==> src/rtl/core/slg_pkg.sv <==
// Package for the stream lifecycle guard: widths, codes and shared types.
package slg_pkg;

  // Field and counter widths.
  localparam int unsigned CmdWidth    = 4;
  localparam int unsigned GenWidth    = 32;
  localparam int unsigned SeqWidth    = 32;
  localparam int unsigned PhaseWidth  = 3;
  localparam int unsigned StatusWidth = 3;

  typedef logic [CmdWidth-1:0] cmd_t;
  typedef logic [GenWidth-1:0] gen_t;
  typedef logic [SeqWidth-1:0] seq_t;

  // Command codes carried by an input transfer.
  typedef enum logic [CmdWidth-1:0] {
    CMD_BEGIN      = 4'd0,
    CMD_REARM      = 4'd1,
    CMD_COMMIT     = 4'd2,
    CMD_ABORT      = 4'd3,
    CMD_CLAIM_STOP = 4'd4,
    CMD_FINISH     = 4'd5,
    CMD_RETRY      = 4'd6,
    CMD_POISON     = 4'd7,
    CMD_SNAPSHOT   = 4'd8
  } cmd_e;

  // Lifecycle phases.
  typedef enum logic [PhaseWidth-1:0] {
    PH_IDLE     = 3'd0,
    PH_STARTING = 3'd1,
    PH_RUNNING  = 3'd2,
    PH_STOPPING = 3'd3,
    PH_LOST     = 3'd4
  } phase_e;

  // Result status codes.
  typedef enum logic [StatusWidth-1:0] {
    ST_OK        = 3'd0,
    ST_BUSY      = 3'd1,
    ST_RUNNING   = 3'd2,
    ST_DEAD      = 3'd3,
    ST_IDLE      = 3'd4,
    ST_WRONG_GEN = 3'd5,
    ST_REFUSED   = 3'd6
  } status_e;

  // Architectural state of the guard.
  typedef struct packed {
    phase_e phase;
    phase_e prior;
    gen_t   cur_gen;
    gen_t   next_gen;
    seq_t   seq;
  } state_t;

  // One result item.
  typedef struct packed {
    status_e status;
    gen_t    gen;
    phase_e  phase;
    seq_t    seq;
  } result_t;

endpackage

==> src/rtl/core/slg_if.sv <==
// Valid/ready channel interfaces for commands and results.
interface slg_cmd_if;
  import slg_pkg::*;

  logic valid;
  logic ready;
  cmd_t command;
  gen_t requested_gen;

  modport source (output valid, output command, output requested_gen, input ready);
  modport sink (input valid, input command, input requested_gen, output ready);
endinterface

interface slg_res_if;
  import slg_pkg::*;

  logic                        valid;
  logic                        ready;
  logic [StatusWidth-1:0]      status;
  gen_t                        gen_out;
  logic [PhaseWidth-1:0]       phase_out;
  seq_t                        seq_out;

  modport source (output valid, output status, output gen_out, output phase_out,
                  output seq_out, input ready);
  modport sink (input valid, input status, input gen_out, input phase_out,
                input seq_out, output ready);
endinterface

==> src/rtl/core/stream_lifecycle_guard_unit.sv <==
// Top level of the stream lifecycle guard: input register, state and result register.
//
// The block takes one command per transfer on cmd_i (command, requested_gen)
// and returns exactly one result per command on res_o (status, gen_out,
// phase_out, seq_out). Both channels are valid/ready; a transfer happens on
// a rising edge where valid and ready are both high.
//
// A command is captured in the input register, evaluated against the
// lifecycle state combinationally, and its result is written to the result
// register together with the state update, which raises res_o.valid. The
// input register holds a command while a stalled result sits in the result
// register; one command is accepted every cycle while res_o.ready is high.
//
// When the receiver holds res_o.ready low, the result register holds its
// item and the input register can still take one more command; cmd_i.ready
// drops only when both are full, so no item is lost or repeated.
//
// Reset puts the phase and prior phase to idle, clears the current and next
// generation and the change sequence count, and empties both registers.
module stream_lifecycle_guard_unit (
  input logic       clk_i,
  input logic       rst_ni,
  slg_cmd_if.sink   cmd_i,
  slg_res_if.source res_o
);
  import slg_pkg::*;

  logic    in_valid_q;
  cmd_t    cmd_q;
  gen_t    req_q;
  logic    out_valid_q;
  result_t res_q;
  state_t  state_q;
  state_t  state_d;
  result_t res_d;
  logic    out_adv;
  logic    step_en;

  // Pipeline flow control.
  assign out_adv     = !out_valid_q || res_o.ready;
  assign step_en     = in_valid_q && out_adv;
  assign cmd_i.ready = !in_valid_q || out_adv;

  // Input register.
  always_ff @(posedge clk_i or negedge rst_ni) begin
    if (!rst_ni) begin
      in_valid_q <= 1'b0;
    end else if (cmd_i.ready) begin
      in_valid_q <= cmd_i.valid;
    end
  end

  always_ff @(posedge clk_i) begin
    if (cmd_i.ready && cmd_i.valid) begin
      cmd_q <= cmd_i.command;
      req_q <= cmd_i.requested_gen;
    end
  end

  // Command evaluation.
  slg_step u_step (
    .cur_i (state_q),
    .cmd_i (cmd_q),
    .req_i (req_q),
    .nxt_o (state_d),
    .res_o (res_d)
  );

  // Lifecycle state, updated as each command retires into the result register.
  always_ff @(posedge clk_i or negedge rst_ni) begin
    if (!rst_ni) begin
      state_q <= '{phase: PH_IDLE, prior: PH_IDLE, cur_gen: '0, next_gen: '0, seq: '0};
    end else if (step_en) begin
      state_q <= state_d;
    end
  end

  // Result register.
  always_ff @(posedge clk_i or negedge rst_ni) begin
    if (!rst_ni) begin
      out_valid_q <= 1'b0;
    end else if (out_adv) begin
      out_valid_q <= in_valid_q;
    end
  end

  always_ff @(posedge clk_i) begin
    if (step_en) begin
      res_q <= res_d;
    end
  end

  assign res_o.valid     = out_valid_q;
  assign res_o.status    = res_q.status;
  assign res_o.gen_out   = res_q.gen;
  assign res_o.phase_out = res_q.phase;
  assign res_o.seq_out   = res_q.seq;

endmodule

==> src/rtl/core/slg_step.sv <==
// Next-state and result logic for one command of the lifecycle guard.
module slg_step (
  input  slg_pkg::state_t  cur_i,
  input  slg_pkg::cmd_t    cmd_i,
  input  slg_pkg::gen_t    req_i,
  output slg_pkg::state_t  nxt_o,
  output slg_pkg::result_t res_o
);
  import slg_pkg::*;

  logic    bump;
  logic    zero_gen;
  status_e status;
  gen_t    gen_base;
  gen_t    gen_inc;

  // Generation minting: a zero counter counts as one, and the step skips zero.
  assign gen_base = (cur_i.next_gen == '0) ? gen_t'(1) : cur_i.next_gen;
  assign gen_inc  = (gen_base + gen_t'(1) == '0) ? gen_t'(1) : gen_base + gen_t'(1);

  // Command decode and guarded transitions.
  always_comb begin
    nxt_o    = cur_i;
    bump     = 1'b0;
    zero_gen = 1'b0;
    status   = ST_REFUSED;
    unique case (cmd_i) inside
      CMD_BEGIN: begin
        if (cur_i.phase == PH_IDLE) begin
          nxt_o.prior = cur_i.phase;
          nxt_o.phase = PH_STARTING;
          bump        = 1'b1;
          status      = ST_OK;
        end else if (cur_i.phase == PH_RUNNING) begin
          status = ST_RUNNING;
        end else if (cur_i.phase == PH_LOST) begin
          status = ST_DEAD;
        end else begin
          status = ST_BUSY;
        end
      end
      CMD_REARM: begin
        if (cur_i.phase == PH_RUNNING) begin
          nxt_o.prior = cur_i.phase;
          nxt_o.phase = PH_STARTING;
          bump        = 1'b1;
          status      = ST_OK;
        end
      end
      CMD_COMMIT: begin
        if (cur_i.phase == PH_STARTING) begin
          nxt_o.cur_gen  = gen_base;
          nxt_o.next_gen = gen_inc;
          nxt_o.phase    = PH_RUNNING;
          bump           = 1'b1;
          status         = ST_OK;
        end else begin
          zero_gen = 1'b1;
        end
      end
      CMD_ABORT: begin
        if (cur_i.phase == PH_STARTING) begin
          nxt_o.phase = cur_i.prior;
          bump        = 1'b1;
          status      = ST_OK;
        end
      end
      CMD_CLAIM_STOP: begin
        if (cur_i.phase == PH_IDLE) begin
          status = ST_IDLE;
        end else if (cur_i.phase == PH_LOST) begin
          status = ST_DEAD;
        end else if (cur_i.phase != PH_RUNNING || cur_i.cur_gen == '0) begin
          status = ST_BUSY;
        end else if (req_i != '0 && req_i != cur_i.cur_gen) begin
          status = ST_WRONG_GEN;
        end else begin
          nxt_o.phase = PH_STOPPING;
          bump        = 1'b1;
          status      = ST_OK;
        end
      end
      CMD_FINISH, CMD_RETRY, CMD_POISON: begin
        if (cur_i.phase == PH_STOPPING) begin
          if (cmd_i == CMD_FINISH) begin
            nxt_o.phase = PH_IDLE;
          end else if (cmd_i == CMD_RETRY) begin
            nxt_o.phase = PH_RUNNING;
          end else begin
            nxt_o.phase = PH_LOST;
          end
          bump   = 1'b1;
          status = ST_OK;
        end
      end
      CMD_SNAPSHOT: begin
        status = ST_OK;
      end
      default: begin
        status = ST_REFUSED;
      end
    endcase
    if (bump) begin
      nxt_o.seq = cur_i.seq + seq_t'(1);
    end
  end

  // The result reports the state after the step, with the generation forced to zero on a refused commit.
  always_comb begin
    res_o.status = status;
    res_o.gen    = zero_gen ? '0 : nxt_o.cur_gen;
    res_o.phase  = nxt_o.phase;
    res_o.seq    = nxt_o.seq;
  end

endmodule

==> src/flat_wrapper.sv <==
// flat-port wrapper written by rule: the top's interface ports become plain ports
module stream_lifecycle_guard_unit_flat import slg_pkg::*;
  (clk_i, rst_ni, cmd_i_valid, cmd_i_command, cmd_i_requested_gen, cmd_i_ready, res_o_valid, res_o_status, res_o_gen_out, res_o_phase_out, res_o_seq_out, res_o_ready);
  slg_cmd_if cmd_i_i ();
  slg_res_if res_o_i ();
  input logic clk_i;
  input logic rst_ni;
  input wire logic [$bits(cmd_i_i.valid)-1:0] cmd_i_valid;
  input wire logic [$bits(cmd_i_i.command)-1:0] cmd_i_command;
  input wire logic [$bits(cmd_i_i.requested_gen)-1:0] cmd_i_requested_gen;
  output wire logic [$bits(cmd_i_i.ready)-1:0] cmd_i_ready;
  output wire logic [$bits(res_o_i.valid)-1:0] res_o_valid;
  output wire logic [$bits(res_o_i.status)-1:0] res_o_status;
  output wire logic [$bits(res_o_i.gen_out)-1:0] res_o_gen_out;
  output wire logic [$bits(res_o_i.phase_out)-1:0] res_o_phase_out;
  output wire logic [$bits(res_o_i.seq_out)-1:0] res_o_seq_out;
  input wire logic [$bits(res_o_i.ready)-1:0] res_o_ready;
  assign cmd_i_i.valid = cmd_i_valid;
  assign cmd_i_i.command = cmd_i_command;
  assign cmd_i_i.requested_gen = cmd_i_requested_gen;
  assign cmd_i_ready = cmd_i_i.ready;
  assign res_o_valid = res_o_i.valid;
  assign res_o_status = res_o_i.status;
  assign res_o_gen_out = res_o_i.gen_out;
  assign res_o_phase_out = res_o_i.phase_out;
  assign res_o_seq_out = res_o_i.seq_out;
  assign res_o_i.ready = res_o_ready;
  stream_lifecycle_guard_unit u_core (.clk_i(clk_i), .rst_ni(rst_ni), .cmd_i(cmd_i_i), .res_o(res_o_i));
endmodule
==> config.mk <==
export PLATFORM = sky130hd
export DESIGN_NAME = stream_lifecycle_guard_unit_flat
export DESIGN_NICKNAME = d
export VERILOG_FILES = /design/src/rtl/core/slg_pkg.sv /design/src/rtl/core/slg_if.sv /design/src/rtl/core/stream_lifecycle_guard_unit.sv /design/src/rtl/core/slg_step.sv /design/src/flat_wrapper.sv
export SDC_FILE = /design/constraint.sdc
export NUM_CORES = 1
export LEC_CHECK = 0
export BUFFER_PORTS_ARGS = -buffer_cell sky130_fd_sc_hd__clkbuf_2
export CORE_ASPECT_RATIO = 1.1
export CORE_MARGIN = 2
export CORE_UTILIZATION = 45
export CTS_CLUSTER_DIAMETER = 60
export CTS_CLUSTER_SIZE = 10
export DETAILED_ROUTE_END_ITERATION = 7
export GPL_TIMING_DRIVEN = 1
export PLACE_DENSITY = 0.64
export SYNTH_ARGS = -nofsm -noshare
export SYNTH_HDL_FRONTEND = slang
export SYNTH_HIERARCHICAL = 1
export SYNTH_SLANG_ARGS = --single-unit
==> constraint.sdc <==
create_clock -name clk_i -period 8 [get_ports clk_i]
set_input_delay 0.4 -clock clk_i [delete_from_list [all_inputs] [get_ports clk_i]]
set_output_delay 0.4 -clock clk_i [all_outputs]
set_load 0.01 [all_outputs]
# Yosys cells after proc, flatten, opt, wreduce, memory -nomap -nowiden
# Cells that the tools add are included.
[op_classes] add_sub_neg=2 n_mul=0 div=0 magnitude_cmp=0 n_eq_ne=16 shifts=0 n_mux=40 bitwise=0 n_reduce_logical=19
[op_table] operator="64-bit 2-to-1 mux" n=2
[op_table] operator="32-bit logical NOT" n=3
[op_table] operator="32-bit 2-to-1 mux" n=3
[op_table] operator="32-bit by 1-bit adder with 32-bit output (second input constant)" n=2
[op_table] operator="3-bit 2-to-1 mux" n=18
[op_table] operator="3-bit one-hot mux with 6 select lines" n=2
[op_table] operator="32-bit != test" n=1
[op_table] operator="32-bit nonzero test" n=1
[op_table] operator="4-bit by 3-bit equality test with 1-bit output (second input constant)" n=4
[op_table] operator="6-bit 2-to-1 mux" n=2
[op_table] operator="1-bit 2-to-1 mux" n=10
[op_table] operator="4-bit by 2-bit equality test with 1-bit output (second input constant)" n=2
[op_table] operator="3-bit by 2-bit equality test with 1-bit output (second input constant)" n=2
[op_table] operator="3-bit one-hot mux with 2 select lines" n=1
[op_table] operator="1-bit one-hot mux with 5 select lines" n=1
[op_table] operator="4-bit by 1-bit equality test with 1-bit output (second input constant)" n=1
[op_table] operator="4-bit equality test (second input constant)" n=1
[op_table] operator="4-bit logical NOT" n=1
[op_table] operator="2-bit by 1-bit != test with 1-bit output (second input constant)" n=2
[op_table] operator="4-bit AND reduction" n=1
[op_table] operator="3-bit by 1-bit equality test with 1-bit output (second input constant)" n=1
[op_table] operator="3-bit equality test (second input constant)" n=1
[op_table] operator="1-bit logical AND" n=3
[op_table] operator="3-bit logical NOT" n=1
[op_table] operator="other kinds (8)" n=11
[totals] reg_bits=210 latchBits=0 ramBits=0 rom_bits=0 input_bits=40 output_inout_bits=72 n_memories=0

# Depth between registers and ports, before layout
[depth] depth_word=8 ltp_mapped=10 ltp_nobuf=7

# Cells and area by module
# The synthesis kept the hierarchy.
[by_module_without_submodules] module="stream_lifecycle_guard_unit" n_inst=1 cells_per_inst=330 area_each_um2=7413.4 seq_area_each_um2=5785.5
[by_module_without_submodules] module="slg_step" n_inst=1 cells_per_inst=526 area_each_um2=3144.3 seq_area_each_um2=0.0

# Worst setup path after synthesis
# Ideal clock, no wire load.
[synth_path] kind="reg-to-reg" from="register u_core.out_valid_q (netlist: u_core/res_o.valid)" to="register u_core.res_q, in the netlist u_core/res_o.gen_out[0] (enable)" setup_time_ns=0.424 arrival_ns=2.274 setup_slack_ns=5.302 stages_incl_launch_ff=6 period_less_slack_ns=2.698 cell_sequence="dfrtp_1 > nand2b_4 > nand2_4 > buf_8 > buf_8 > inv_1"
[synth_via] elab_chain_cells=3
[synth_rtl] item="start, declared" line="stream_lifecycle_guard_unit.sv:31" source="logic out_valid_q;"
[synth_rtl] item="start signal, assigned" line="stream_lifecycle_guard_unit.sv:83" source="out_valid_q <= in_valid_q;"
[synth_rtl] item="1-bit logical NOT" line="stream_lifecycle_guard_unit.sv:40" source="assign out_adv = !out_valid_q || res_o.ready;"
[synth_rtl] item="1-bit logical OR" line="stream_lifecycle_guard_unit.sv:40"
[synth_rtl] item="1-bit logical AND" line="stream_lifecycle_guard_unit.sv:41" source="assign step_en = in_valid_q && out_adv;"
[synth_rtl] item="named net u_core.step_en" line="stream_lifecycle_guard_unit.sv:37" source="logic step_en;"
[synth_rtl] item="end signal, assigned" line="stream_lifecycle_guard_unit.sv:89" source="res_q <= res_d;"
[synth_rtl] item="end, declared" line="stream_lifecycle_guard_unit.sv:32" source="result_t res_q;"
# The timed path passes the listed nets, and every way through them passes these cells.
# A chain may end at the register's enable or synchronous reset.

==> flow_summary.toml <==
[setup_path]
startpoint_type = "flip-flop"
critPathCaptureType = "flip-flop"
path_class = "flip-flop to flip-flop"
critPathSlowestCell = "or4_1"
cp.required_ns = 8.38
crit_chain = "xor2_1 -> nor4_1 -> nand4_1 -> or4_1 -> a2111oi_4 -> xor2_1 -> mux2_2"
path_common_cell = "xor2_1"
cp.buffers_inverters = 0
cpLargestDelayFamily = "simple AND/OR/NAND/NOR gates"
cp.arrival_ns = 3.62
worstPathMaxFanout = 23
max_stage_delay_ns = 0.99

[clock_tree]
clock_latency_ns = 0.52
root_buffer = "clkbuf_16"
cts.sinks = 210
cts_max_path_buffers = 3
cts_tree = "yes"
clk_pin_slew_ns = 0.06
cts_resized = 0
cts_made_buffers = 24
postCtsSetupBuffers = 0
ctsHtreeMaxLevel = 1

[routing]
drt_iter0_drc = 437
num_vias = 6763
drc = 0
ant_nets = 0
vias_per_cell = 5.40
routedWlPerCell_microns = 18.4
drt-total-wl_mm = 23.0
dr.pass1.iters = 4

[global_routing]
track_usage_pct = 18.9
grt_pass1_wl_mm = 36.5
antenna_found_initial = 0
grt_pass1_vias = 6732
grt_overflow_total = 0
grt_max_degree = 71

[synthesis]
syn_avg_cell_area_sq_um = 12.3
synth_top_area_share_pct = 30.1
yosysSeqAreaShare_pct = 54.8
syn_inst = 856
synth_top_flop_cell = "edfxtp_1"
synth_area_sq_um = 10600
yosysUniqueCellTypes = 57
yosysMostFrequentCell = "nand2_1"
ys_top_cells_by_area = "edfxtp_1 (30%), dfrtp_1 (25%), mux2_4 (9.8%)"
ys_seq_elements = 210
netlist_top_cells_count = "nand2_1 (124), edfxtp_1 (106), dfrtp_1 (104)"
yosysTopAreaCell = "edfxtp_1"
yosysWarningCount = 6
synth_edf_count = 106
async_flop_share_pct = 49.5
syn_nets = 897

[floorplan]
coreArea_sq_um = 22900
die_h_microns = 165
die_x_microns = 150
start_util_pct = 46.0
io_pins = 112
num_rows = 58
dieArea_sq_um = 24700

[layout]
n_fill_cell = 2017
seq_area_sq_um = 5790
multiInputGateArea_sq_um = 4220
layout-drive-gt1-share_pct = 27.1
area_growth_pct = 11.2
final_nets = 975
antenna_cells = 0

[pwr]
pwr_density_cell_nw_per_um2 = 215
ir_drop_uv = 141
seqPwrFrac_pct = 50.2
clock_power_share_pct = 38.8
combPwrFrac_pct = 11.0
total_power_mw = 2.53
p_switching_mw = 0.632
p_sw_share_pct = 25.0
power.internal_mw = 1.89
p_leak_nw = 5.34

[timing]
fin_skew_ns = 0.0240
setup_violations = 0
post-route-period-util_pct = 40.4
fmax_mhz = 309
period_minus_slack_ns = 3.24
rsz0062_at_grt = "false"
max-slew-margin-rel_pct = 30.0
worstMarginPinSlew_ns = 1.05
drv_slew = 0
tns_ns = 0
hold_viol = 0
timing.hold.ws_ns = 0.0517

[job]
maxCapViolations = 0

[hold_path]
worstHoldPathType = "input port to flip-flop"

[placed_design]
place_hpwl_mm = 15.5
gp_congestion = 0.834
io_buffers = 111

[status]
status = "completed"
metal layers:
layer / vias up / GRT usage, % / share of wire [%]
met4: 0 / 5.92 / 2.6
met1: 3328 / 25.7 / 45
li1: 3193 / - / -
met5: - / 0 / 0
met3: 37 / 2.35 / 4.9
met2: 205 / 31.8 / 48
layout by cell type (no fill, tap or decap), drive strengths merged, types with 9 or more instances in the layout:
cell type and instances:
clkbuf 153, nand2 125, edfxtp 106, dfrtp 104, mux2 103, xor2 65
a21oi 56, nor4 35, xnor2 30, nor2 27, nand3 26, nand4 17
o21ai 11, inv 11, buf 9
cell type report:
type	instances	share of cell area (%)
sequential	210	49.3
multi-input combinational	567	36.0
clock inverter	1	0.139
inverter	11	0.352
clock buffer	43	5.72
timing repair buffer	120	5.35
tap	300	3.20
per-stage QoR:
| step | worst slack, ns | util (%) | cell area, sq um | cells |
|---|---|---|---|---|
| finish | 4.76 | 51.2 | 11700 | 1252 |
| global route | 4.60 | 51.2 | 11700 | 1252 |
| CTS | 4.83 | 51.2 | 11700 | 1252 |
| detailed placement | 4.85 | 48.2 | 11000 | 1207 |
| global placement | 4.94 | 48.2 | 11000 | 1207 |
| floorplan | 5.30 | - | 10600 | 856 |
power groups by stage:
| stage | Clock, mW | Combinational (mW) | Sequential (mW) |
|---|---|---|---|
| final | 0.979 | 0.278 | 1.27 |
| after CTS | 1.01 | 0.280 | 1.27 |
| after global routing | 1.05 | 0.306 | 1.28 |
| after global placement | 0 | 0.276 | 1.29 |
| after detailed placement | 0 | 0.277 | 1.29 |
| after floorplan | 0 | 0.214 | 1.28 |
registers in the layout, summed over array words and instances, names as in the netlist, 3 cells and up:
name,count
u_core/state_q,102
u_core/res_o.gen_out,32
u_core/res_o.seq_out,32
u_core/res_o.phase_out,3
u_core/req_q,32
u_core/res_o.status,3
u_core/cmd_q,4
repair_timing:
action | CTS | global route
endpoints found under the hold margin | 10 | 0
endpoints found under the setup margin | 0 | 0
hold buffers | 1 | 0
worst paths after layout:
kind | cells after the start | start | slack, ns | end
max | 7 | u_core/req_q[14] | 4.76 | u_core/state_q[18]
min | 1 | cmd_i_command[2] | 0.05 | u_core/cmd_q[2]
max reg2reg | 7 | u_core/req_q[14] | 4.76 | u_core/state_q[18]
min reg2reg | 1 | u_core/state_q[31] | 0.54 | u_core/state_q[31]
max in group asynchronous | 3 | rst_ni | 6.32 | u_core/state_q[42]
min in group asynchronous | 2 | rst_ni | 0.50 | u_core/state_q[5]
worst reg2reg max path, cell delays in order, from the launching register on:
cell,delay (ns)
edfxtp_1,0.43
xor2_1,0.18
nor4_1,0.35
nand4_1,0.27
or4_1,0.99
a2111oi_4,0.46
xor2_1,0.14
mux2_2,0.28
logic make-up after synthesis:
kind of cell	synth area share, %
xor+xnor	7.88
buf+inv	5.30
fa+ha+maj	0.118
simple gates	12.9
flops	54.8
mux	13.4
compound gates	5.53
(Power assumes the default switching activity.)
